[config.mk]
export PLATFORM = sky130hd
export DESIGN_NAME = clipped_alpha_blend_pixel_flat
export DESIGN_NICKNAME = d
export VERILOG_FILES = /design/src/hw/rtl/cabp_pkg.sv /design/src/hw/rtl/cabp_if.sv /design/src/hw/rtl/cabp_chan.sv /design/src/hw/rtl/clipped_alpha_blend_pixel.sv /design/src/flat_wrapper.sv
export SDC_FILE = /design/constraint.sdc
export NUM_CORES = 2
export LEC_CHECK = 0
export CAP_MARGIN = 40
export CORE_ASPECT_RATIO = 0.6
export CORE_MARGIN = 2
export CORE_UTILIZATION = 25
export DETAILED_ROUTE_END_ITERATION = 8
export DONT_BUFFER_PORTS = 1
export PLACE_DENSITY = 0.44
export SLEW_MARGIN = 20
export SYNTH_ARGS = -nofsm -noshare
export SYNTH_HDL_FRONTEND = slang
export SYNTH_SLANG_ARGS = --single-unit
[constraint.sdc]
create_clock -name clk -period 6.4 [get_ports clk]
set_clock_uncertainty 0.15 [all_clocks]
set_input_delay 0.32 -clock clk [delete_from_list [all_inputs] [get_ports clk]]
set_output_delay 0.32 -clock clk [all_outputs]
set_load 0.01 [all_outputs]
[src/hw/rtl/cabp_pkg.sv]
// ----------------------------------------------------------------------------
// cabp_pkg
// Shared types and constants of the clipped alpha blend pixel block.
// ----------------------------------------------------------------------------
package cabp_pkg;

  localparam int CFG_ADDR_W = 4;
  localparam int CFG_DATA_W = 16;
  localparam int INDEX_W    = 27;

  // Register indexes of the configuration port
  localparam logic [CFG_ADDR_W-1:0] REG_CLIP_ENABLE = 4'd0;
  localparam logic [CFG_ADDR_W-1:0] REG_CLIP_LEFT   = 4'd1;
  localparam logic [CFG_ADDR_W-1:0] REG_CLIP_TOP    = 4'd2;
  localparam logic [CFG_ADDR_W-1:0] REG_CLIP_SPAN_X = 4'd3;
  localparam logic [CFG_ADDR_W-1:0] REG_CLIP_SPAN_Y = 4'd4;
  localparam logic [CFG_ADDR_W-1:0] REG_FB_WIDTH    = 4'd5;
  localparam logic [CFG_ADDR_W-1:0] REG_FB_HEIGHT   = 4'd6;
  localparam logic [CFG_ADDR_W-1:0] REG_FB_PITCH    = 4'd7;

  localparam logic [7:0]  ALPHA_OPAQUE = 8'hFF;
  localparam logic [7:0]  ALPHA_ZERO   = 8'h00;

  // n/255 == (n * 32897) >> 23 for every n up to 255*255
  localparam logic [15:0] DIV255_RECIP = 16'd32897;
  localparam int          DIV255_SHIFT = 23;

  // Per-stage advance strobes of the blend pipeline
  typedef struct packed {
    logic s1;
    logic s2;
    logic s3;
  } adv_t;

endpackage

[src/hw/rtl/cabp_if.sv]
// ----------------------------------------------------------------------------
// cabp_in_if / cabp_out_if
// Valid/ready channels for pixel requests and pixel write results.
// ----------------------------------------------------------------------------
interface cabp_in_if;
  logic               valid;
  logic               ready;
  logic signed [15:0] pos_x;
  logic signed [15:0] pos_y;
  logic [31:0]        src_color;
  logic [31:0]        dst_pixel;

  modport source (output valid, pos_x, pos_y, src_color, dst_pixel, input ready);
  modport sink   (input valid, pos_x, pos_y, src_color, dst_pixel, output ready);
endinterface

interface cabp_out_if;
  logic                         valid;
  logic                         ready;
  logic                         write_enable;
  logic [cabp_pkg::INDEX_W-1:0] word_index;
  logic [31:0]                  out_pixel;

  modport source (output valid, write_enable, word_index, out_pixel, input ready);
  modport sink   (input valid, write_enable, word_index, out_pixel, output ready);
endinterface

[src/hw/rtl/cabp_chan.sv]
// ----------------------------------------------------------------------------
// cabp_chan
// One color channel of the blend: (s*a + d*(255-a))/255 over three stages.
// ----------------------------------------------------------------------------
module cabp_chan (
  input  logic           clk,
  input  cabp_pkg::adv_t adv,
  input  logic [7:0]     s,
  input  logic [7:0]     d,
  input  logic [7:0]     a,
  output logic [7:0]     q
);

  logic [15:0] ps1;
  logic [15:0] pd1;
  logic [15:0] sum2;
  logic [31:0] prod3;

  always_ff @(posedge clk) begin
    if (adv.s1) begin
      ps1 <= s * a;
      pd1 <= d * (cabp_pkg::ALPHA_OPAQUE - a);
    end
    if (adv.s2) begin
      sum2 <= ps1 + pd1;
    end
    // divide by 255 as a reciprocal multiply
    if (adv.s3) begin
      prod3 <= sum2 * cabp_pkg::DIV255_RECIP;
    end
  end

  assign q = prod3[cabp_pkg::DIV255_SHIFT +: 8];

endmodule

[src/hw/rtl/clipped_alpha_blend_pixel.sv]
// ----------------------------------------------------------------------------
// clipped_alpha_blend_pixel
// Clip test and source-over blend of one ARGB8888 pixel write per cycle while out_px is ready.
// ----------------------------------------------------------------------------
// Usage:
//   in_px carries one pixel request word: signed position, source color and
//   the destination word currently stored at that position. out_px returns one
//   result word per request: write flag, framebuffer word index and pixel.
//   A dropped write (clipped, off-screen or fully transparent) comes back with
//   write_enable low and zero index and pixel.
//   Configuration goes through cfg_we/cfg_addr/cfg_data; the user must write it
//   only while no request is in flight, which the block itself does not enforce;
//   indexes above the register list are ignored.
//   Requests pass through a four-stage pipeline (three blend stages plus the
//   output register), each stage holding at most one multiply in depth;
//   throughput is one word per cycle while the receiver keeps ready high.
//   Reset clears all configuration registers and empties the pipeline.
//   When the receiver stalls, the output register holds its word and each
//   stage behind it keeps filling until its own slot is taken, so bubbles
//   close up before in_px.ready drops.
// ----------------------------------------------------------------------------
module clipped_alpha_blend_pixel (
  input  logic                          clk,
  input  logic                          rst,
  cabp_in_if.sink                       in_px,
  cabp_out_if.source                    out_px,
  input  logic                          cfg_we,
  input  logic [cabp_pkg::CFG_ADDR_W-1:0] cfg_addr,
  input  logic [cabp_pkg::CFG_DATA_W-1:0] cfg_data
);

  // Configuration registers
  logic               clip_enable;
  logic signed [15:0] clip_left;
  logic signed [15:0] clip_top;
  logic [15:0]        clip_span_x;
  logic [15:0]        clip_span_y;
  logic [12:0]        fb_width;
  logic [12:0]        fb_height;
  logic [15:0]        fb_pitch_bytes;

  always_ff @(posedge clk) begin
    if (rst) begin
      clip_enable    <= 1'b0;
      clip_left      <= '0;
      clip_top       <= '0;
      clip_span_x    <= '0;
      clip_span_y    <= '0;
      fb_width       <= '0;
      fb_height      <= '0;
      fb_pitch_bytes <= '0;
    end else if (cfg_we) begin
      case (cfg_addr)
        cabp_pkg::REG_CLIP_ENABLE: clip_enable    <= cfg_data[0];
        cabp_pkg::REG_CLIP_LEFT:   clip_left      <= cfg_data;
        cabp_pkg::REG_CLIP_TOP:    clip_top       <= cfg_data;
        cabp_pkg::REG_CLIP_SPAN_X: clip_span_x    <= cfg_data;
        cabp_pkg::REG_CLIP_SPAN_Y: clip_span_y    <= cfg_data;
        cabp_pkg::REG_FB_WIDTH:    fb_width       <= cfg_data[12:0];
        cabp_pkg::REG_FB_HEIGHT:   fb_height      <= cfg_data[12:0];
        cabp_pkg::REG_FB_PITCH:    fb_pitch_bytes <= cfg_data;
        default: ;
      endcase
    end
  end

  // Stage valids; v4 is the output register
  logic v1, v2, v3, v4;
  logic adv1, adv2, adv3, adv4;
  cabp_pkg::adv_t adv;

  // A stage advances when it is empty or the stage ahead advances
  assign adv4 = !v4 || out_px.ready;
  assign adv3 = !v3 || adv4;
  assign adv2 = !v2 || adv3;
  assign adv1 = !v1 || adv2;
  assign in_px.ready = adv1;
  assign adv = '{s1: adv1, s2: adv2, s3: adv3};

  always_ff @(posedge clk) begin
    if (rst) begin
      v1 <= 1'b0;
      v2 <= 1'b0;
      v3 <= 1'b0;
      v4 <= 1'b0;
    end else begin
      if (adv1) v1 <= in_px.valid;
      if (adv2) v2 <= v1;
      if (adv3) v3 <= v2;
      if (adv4) v4 <= v3;
    end
  end

  // Stage 1 decode: clip rectangle, framebuffer bounds, alpha
  logic signed [15:0] x;
  logic signed [15:0] y;
  logic signed [17:0] x_ext;
  logic signed [17:0] y_ext;
  logic signed [17:0] clip_right;
  logic signed [17:0] clip_bottom;
  logic               in_clip;
  logic               clip_ok;
  logic               fb_ok;
  logic [7:0]         alpha;
  logic               ok;
  logic [13:0]        stride;

  assign x     = in_px.pos_x;
  assign y     = in_px.pos_y;
  assign x_ext = {{2{x[15]}}, x};
  assign y_ext = {{2{y[15]}}, y};
  // edges are formed at 18 bits so a rectangle past 32767 is not cut short
  assign clip_right  = {{2{clip_left[15]}}, clip_left} + $signed({2'b00, clip_span_x});
  assign clip_bottom = {{2{clip_top[15]}}, clip_top} + $signed({2'b00, clip_span_y});
  assign in_clip = (x >= clip_left) && (x_ext < clip_right) &&
                   (y >= clip_top) && (y_ext < clip_bottom);
  assign clip_ok = !clip_enable || in_clip;
  assign fb_ok   = !x[15] && ({1'b0, x[14:0]} < {3'b000, fb_width}) &&
                   !y[15] && ({1'b0, y[14:0]} < {3'b000, fb_height});
  assign alpha   = in_px.src_color[31:24];
  assign ok      = clip_ok && fb_ok && (alpha != cabp_pkg::ALPHA_ZERO);
  assign stride  = fb_pitch_bytes[15:2];

  logic                         ok1, ok2, ok3;
  logic                         opq1, opq2, opq3;
  logic [31:0]                  src1, src2, src3;
  logic [12:0]                  x1;
  logic [cabp_pkg::INDEX_W-1:0] mul1;
  logic [cabp_pkg::INDEX_W-1:0] idx2, idx3;

  // Only in-range positions reach a write, so 13 bits of y and x suffice
  always_ff @(posedge clk) begin
    if (adv1) begin
      ok1  <= ok;
      opq1 <= (alpha == cabp_pkg::ALPHA_OPAQUE);
      src1 <= in_px.src_color;
      x1   <= x[12:0];
      mul1 <= {14'd0, y[12:0]} * {13'd0, stride};
    end
    if (adv2) begin
      ok2  <= ok1;
      opq2 <= opq1;
      src2 <= src1;
      idx2 <= mul1 + {14'd0, x1};
    end
    if (adv3) begin
      ok3  <= ok2;
      opq3 <= opq2;
      src3 <= src2;
      idx3 <= idx2;
    end
  end

  // Channel blend pipelines, aligned with stages 1 to 3
  logic [7:0] qr, qg, qb;

  cabp_chan u_chan_r (
    .clk (clk), .adv (adv),
    .s   (in_px.src_color[23:16]), .d (in_px.dst_pixel[23:16]), .a (alpha),
    .q   (qr)
  );

  cabp_chan u_chan_g (
    .clk (clk), .adv (adv),
    .s   (in_px.src_color[15:8]), .d (in_px.dst_pixel[15:8]), .a (alpha),
    .q   (qg)
  );

  cabp_chan u_chan_b (
    .clk (clk), .adv (adv),
    .s   (in_px.src_color[7:0]), .d (in_px.dst_pixel[7:0]), .a (alpha),
    .q   (qb)
  );

  // Output register: opaque source passes unchanged, blends write alpha 255
  logic [31:0]                  pix3;
  logic                         we4;
  logic [cabp_pkg::INDEX_W-1:0] idx4;
  logic [31:0]                  pix4;

  assign pix3 = opq3 ? src3 : {cabp_pkg::ALPHA_OPAQUE, qr, qg, qb};

  always_ff @(posedge clk) begin
    if (adv4) begin
      we4  <= ok3;
      idx4 <= ok3 ? idx3 : '0;
      pix4 <= ok3 ? pix3 : '0;
    end
  end

  assign out_px.valid        = v4;
  assign out_px.write_enable = we4;
  assign out_px.word_index   = idx4;
  assign out_px.out_pixel    = pix4;

endmodule

[src/flat_wrapper.sv]
// flat-port wrapper written by rule: the top's interface ports become plain ports
module clipped_alpha_blend_pixel_flat 
  (clk, rst, cfg_we, cfg_addr, cfg_data, in_px_valid, in_px_pos_x, in_px_pos_y, in_px_src_color, in_px_dst_pixel, in_px_ready, out_px_valid, out_px_write_enable, out_px_word_index, out_px_out_pixel, out_px_ready);
  cabp_in_if in_px_i ();
  cabp_out_if out_px_i ();
  input  logic clk;
  input  logic rst;
  input  logic cfg_we;
  input  logic [cabp_pkg::CFG_ADDR_W-1:0] cfg_addr;
  input  logic [cabp_pkg::CFG_DATA_W-1:0] cfg_data;
  input wire logic [$bits(in_px_i.valid)-1:0] in_px_valid;
  input wire logic [$bits(in_px_i.pos_x)-1:0] in_px_pos_x;
  input wire logic [$bits(in_px_i.pos_y)-1:0] in_px_pos_y;
  input wire logic [$bits(in_px_i.src_color)-1:0] in_px_src_color;
  input wire logic [$bits(in_px_i.dst_pixel)-1:0] in_px_dst_pixel;
  output wire logic [$bits(in_px_i.ready)-1:0] in_px_ready;
  output wire logic [$bits(out_px_i.valid)-1:0] out_px_valid;
  output wire logic [$bits(out_px_i.write_enable)-1:0] out_px_write_enable;
  output wire logic [$bits(out_px_i.word_index)-1:0] out_px_word_index;
  output wire logic [$bits(out_px_i.out_pixel)-1:0] out_px_out_pixel;
  input wire logic [$bits(out_px_i.ready)-1:0] out_px_ready;
  assign in_px_i.valid = in_px_valid;
  assign in_px_i.pos_x = in_px_pos_x;
  assign in_px_i.pos_y = in_px_pos_y;
  assign in_px_i.src_color = in_px_src_color;
  assign in_px_i.dst_pixel = in_px_dst_pixel;
  assign in_px_ready = in_px_i.ready;
  assign out_px_valid = out_px_i.valid;
  assign out_px_write_enable = out_px_i.write_enable;
  assign out_px_word_index = out_px_i.word_index;
  assign out_px_out_pixel = out_px_i.out_pixel;
  assign out_px_i.ready = out_px_ready;
  clipped_alpha_blend_pixel u_core (.clk(clk), .rst(rst), .in_px(in_px_i), .out_px(out_px_i), .cfg_we(cfg_we), .cfg_addr(cfg_addr), .cfg_data(cfg_data));
endmodule
Word-level counts from Yosys, hierarchy flattened
Index checks and enable logic that the tools add are counted.

operators by class
  $add $sub $neg = 7
  multipliers = 10
  magnitude comparators = 6
  equal/unequal tests = 8
  mux-type cells = 1
  reductions and logical operators = 30

operator list
  operator                                              number
  multiplier 16 x 16 -> 31 bit (second input constant)  3
  adder 16 bit                                          3
  multiplier 8 x 8 -> 16 bit                            3
  adder 16 x 17 -> 18 bit                               2
  < comparator 16 x 18 -> 1 bit                         2
  greater-or-equal comparator 16 bit                    2
  multiplier 8 x 16 -> 16 bit                           2
  two-way mux 32 bit                                    1
  < comparator 15 x 13 -> 1 bit                         2
  adder 27 x 13 -> 27 bit                               1
  multiplier 13 x 14 -> 27 bit                          1
  == test 4 x 3 -> 1 bit (second input constant)        4
  multiplier 9 x 9 -> 16 bit                            1
  AND reduction 2 bit                                   8
  subtractor 8 x 8 -> 9 bit (first input constant)      1
  == test 4 x 2 -> 1 bit (second input constant)        2
  == test 8 bit (second input constant)                 1
  logical AND 1 bit                                     8
  nonzero test 8 bit                                    1
  logical NOT 1 bit                                     7
  logical OR 1 bit                                      5
  == test 4 x 1 -> 1 bit (second input constant)        1
  logical NOT 4 bit                                     1

word-level totals
  register bits after elaboration = 604
  input bits = 121
  output and inout port bits = 62
  word-level logic and storage cells = 102

Logic depth before layout (Yosys ltp)
  depth after elaboration = 8
  mapped depth = 22
  gate-level depth less buffers = 20

By module
A second synthesis with hierarchy kept.

second synthesis, totals
  cells, all modules = 4335
  area total of the unflattened synthesis = 45793.9 sq um

by module, submodules not included
  module                       times used  cells an instance  area an instance (sq um)
  clipped_alpha_blend_pixel    1           2045               22390.2
  cabp_chan (u_core.u_chan_b)  1           771                7868.8
  cabp_chan (u_core.u_chan_r)  1           771                7823.8
  cabp_chan (u_core.u_chan_g)  1           748                7711.1

Least setup slack after synthesis
Ideal clock, no wire load.

  kind = reg-to-reg
  start = register u_core.fb_pitch_bytes[13]
  end = register u_core.mul1[25] (netlist bit) (data pin)
  setup time = 0.262 ns
  arrival = 5.020 ns
  data required time = 5.988 ns
  setup slack = 0.968 ns
  cell stages (with the launch flop) = 20
  period minus slack after synthesis = 5.432 ns
  path through = dfxtp_1 clkbuf_1 nand2_1 fa_1 fa_1 inv_1 fa_1 fa_1 inv_1 fa_1 inv_1 ha_1 and3_1 and3_1 a22oi_1 nand4b_1 o211a_1 a211o_1 o31ai_1 xnor2_1

between the ends
  longest elaborated chain between the ends = 1

ends and longest elaborated chain
  what                          RTL line                          source
  from (decl)                   clipped_alpha_blend_pixel.sv:40   logic [15:0] fb_pitch_bytes;
  from (signal assigned)        clipped_alpha_blend_pixel.sv:61   cabp_pkg::REG_FB_PITCH: fb_pitch_bytes <= cfg_data;
  multiplier 13 x 14 -> 27 bit  clipped_alpha_blend_pixel.sv:138  mul1 <= {14'd0, y[12:0]} * {13'd0, stride};
  to (signal assigned)          clipped_alpha_blend_pixel.sv:138
  to (decl)                     clipped_alpha_blend_pixel.sv:128  logic [cabp_pkg::INDEX_W-1:0] mul1;

Every way passes these cells.
A chain may end at the register's enable or synchronous reset.

Worst setup path in the final report
  start = register u_core.fb_pitch_bytes[9]
  end = register u_core.mul1[25] (netlist bit) (data pin)

The elaborated chain is that of the path after synthesis.

==> metrics.json <==
{
  "run_status": {
    "status": "finished clean"
  },
  "sta": {
    "report.final.slew_viol_count": 0,
    "finalWorstPathRequiredPeriod_ns": 5.83,
    "setup_slack_ns": 0.565,
    "finalSetupTns_ns": 0,
    "finalSetupViolations": 0,
    "count_of_final_hold_check_violations": 0,
    "rsz_0062_raised_after_global_routing": "no",
    "hold_slack_ns": 0.0642,
    "slew_headroom": 0.409,
    "tightestPinTransition_ns": 0.885,
    "timing.fmax_ghz": 0.171,
    "fin_crit_sh": 0.912
  },
  "pwr": {
    "power.density_cell_area_mw_per_mm2": 311,
    "power.leakage_uw": 0.0230,
    "switching_share": 0.362,
    "clock_power_share": 0.243,
    "power.switching_uw": 5760,
    "power.combinational.fraction": 0.434,
    "internal_power_uw": 10100,
    "worst_ir_drop_vdd_mv": 0.208,
    "power.share.sequential": 0.322
  },
  "final_layout": {
    "final_cell_mix": "ha_1 (664), inv_1 (607), edfxtp_1 (424)",
    "layout.cells.non_filler": 6787,
    "final_common_cell": "ha_1",
    "finish.net_count": 5501,
    "fillers": 18600,
    "fraction_of_layout_cells_with_a_size_suffix_above_1": 0.0363,
    "area_delta_synth_final_pct": 13.2,
    "area_of_all_placed_cells_without_fillers_mm2": 0.0511
  },
  "drt": {
    "routedWlPerCell_um": 18.3,
    "finalWirelength_um": 124000,
    "detail-route-antenna-nets": 0,
    "vias": 29600,
    "post_detailed_route_via_to_cell_ratio": 4.36,
    "dr.first_iter.drc_count": 1840,
    "firstDrtPassIters": 5,
    "route.detailed.drc": 0
  },
  "yosys": {
    "synth_seq_area_share": 0.331,
    "synth_cell_types": 74,
    "number_of_enable_type_register_cells_in_the_synthesized_netlist": 424,
    "synth-async-reset-ratio": 0,
    "post_synthesis_net_count": 5425,
    "synthCells": 4285,
    "synthesis.area_per_instance_um2": 10.5,
    "synth.ff_latch_count": 533,
    "synth.yosys.warnings": 0,
    "synth_top_flop_cell": "edfxtp_1",
    "syn-cell-area_mm2": 0.0451
  },
  "setup_path": {
    "ff2ff_path_depth": 18,
    "end_kind": "flip-flop",
    "critPathMaxFanout": 14,
    "critPathLaunchType": "flip-flop",
    "worst_path_required_ns": 6.67,
    "timing.setup.critical_path_class": "reg -> reg",
    "critical_path_arrival_ns": 6.11,
    "setup.reg_to_reg.worst_slack_ns": 0.57
  },
  "placed_design": {
    "dp_hpwl_um": 91100,
    "port_buffers": 0,
    "gp_congestion": 0.805,
    "placedInstanceArea_mm2": 0.0479,
    "dp_cells": 6581,
    "pre_cts_ws_ns": 0.510
  },
  "floorplan": {
    "core.rowCount": 120,
    "start_util": 0.252,
    "dieWidth_um": 552,
    "fp.dieArea_mm2": 0.184,
    "boundaryPins": 183,
    "die_y_um": 333,
    "core-area_mm2": 0.179
  },
  "clock_network": {
    "cts-root-to-sink-buffers": 3,
    "post_cts_resize_count": 0,
    "cts_setup_buffers": 0,
    "clk_transition_reported_paths_ns": 0.06,
    "htree_levels": 3,
    "cts_tree": "done",
    "cts-root-buf": "clkbuf_16",
    "clk_latency_ns": 0.66,
    "clock_sink_count": 533,
    "cts-hold-fix-buffers": 89,
    "cts_made_buffers": 66
  },
  "global_route": {
    "grt_max_degree": 132,
    "gr-total-overflow": 0,
    "antenna_found_initial": 15,
    "grt_first_pass_wirelength_um": 190000,
    "number_of_global_route_vias_before_repair": 29700,
    "total_global_routing_track_utilization": 0.136
  },
  "worst_hold_path": {
    "hold_path_class": "in -> reg",
    "holdPathStages": 3
  },
  "job": {
    "max_cap_violations": 0
  }
}
==> final cells by class <==
cell class	instances	area [µm²]	share of cell area
clock buffer	78	1750	0.0343
sequential	533	14900	0.292
multi-input combinational	3033	27500	0.539
antenna	2	5.00	0.0000980
tap	2379	2980	0.0583
timing repair buffer	118	1180	0.0231
inverter	609	2290	0.0449
clock inverter	35	408	0.00799
==> cells by family after synthesis <==
family,Yosys count,share of synthesized area
muxes,85,0.0189
xor gates and xnor gates,187,0.0363
DFF,533,0.331
adders and majority gates,1019,0.342
and+or+nand+nor,1239,0.140
AOI/OAI and AO/OA,503,0.0732
buffers and inverters,719,0.0599
==> power by group through the flow <==
| stage | logic [µW] | registers, µW | clock network [µW] |
|---|---|---|---|
| after floorplan | 5330 | 4950 | 0 |
| after global placement | 6770 | 5200 | 0 |
| after detailed placement | 6820 | 5200 | 0 |
| after CTS | 7000 | 5130 | 4020 |
| after global routing | 8090 | 5190 | 4140 |
| final | 6910 | 5130 | 3870 |
==> through the flow <==
step,util,power (µW)
after detailed placement,0.268,12000
after CTS,0.285,16200
after global routing,0.286,17400
final,0.286,15900
after global placement,0.268,12000
after floorplan,-,10300
==> synthesized netlist by cell type, drive strengths merged, types with 6 or more instances <==
cell type,n,area [µm²]
a21boi,26,195
xnor2,140,1230
nor4,10,62.6
a211oi,21,163
a31o,7,61.3
nand3b,6,45.0
dfxtp,109,2180
a21oi,164,821
o22ai,6,37.5
o211ai,12,90.1
clkbuf,101,380
nor3,42,210
o21ai,88,440
xor2,47,412
nand2b,104,651
fa,355,7110
nor2b,173,1080
a21o,60,450
a31oi,14,87.6
and3,23,144
and2,225,1410
edfxtp,424,12700
o211a,6,60.1
o41ai,7,76.3
buf,9,36.3
nand4,17,106
a211o,6,52.6
nand2,357,1340
or3,14,87.6
nand3,37,185
ha,664,8310
or2,10,62.6
mux2i,85,851
inv,609,2290
o21a,20,150
nor2,203,762
o21bai,9,67.6
==> per-layer routing <==
layer / routed length, µm / GRT usage / up-vias
li1: - / - / 14500
met1: 68500 / 0.218 / 14500
met2: 46500 / 0.179 / 505
met3: 6280 / 0.0277 / 121
met4: 2750 / 0.0334 / 0
met5: 0 / 0 / -
==> worst max-delay path, cell delays in order, from the launching register on <==
cell and delay, ns:
dfxtp_1 0.68, nand2_1 0.16, fa_1 0.59, fa_1 0.46, fa_1 0.55, inv_1 0.05
fa_1 0.48, inv_1 0.05, fa_1 0.47, inv_1 0.04, ha_1 0.36, nand4_1 0.16
nor4_1 0.08, o21ai_0 0.35, nand4b_1 0.15, o211a_1 0.16, a211o_1 0.28, o31ai_1 0.25
xnor2_1 0.11
==> path summary, 6_finish.rpt <==
path | start | to
worst max register to register | u_core.fb_pitch_bytes[9] | u_core.mul1[25]
worst max-delay path | u_core.fb_pitch_bytes[9] | u_core.mul1[25]
worst min register to register | u_core.src2[27] | u_core.src3[27]
worst min-delay path | in_px_dst_pixel[16] | u_core.u_chan_r.pd1[3]
==> registers in the layout (all words and copies together) (netlist names), 27 cells and up <==
name	cells
u_core.out_px.out_pixel	32
u_core.src2	32
u_core.mul1	27
u_core.idx2	27
u_core.src3	32
u_core.out_px.word_index	27
u_core.idx3	27
u_core.src1	32
No activity file was read; power rests on OpenSTA's default activity.
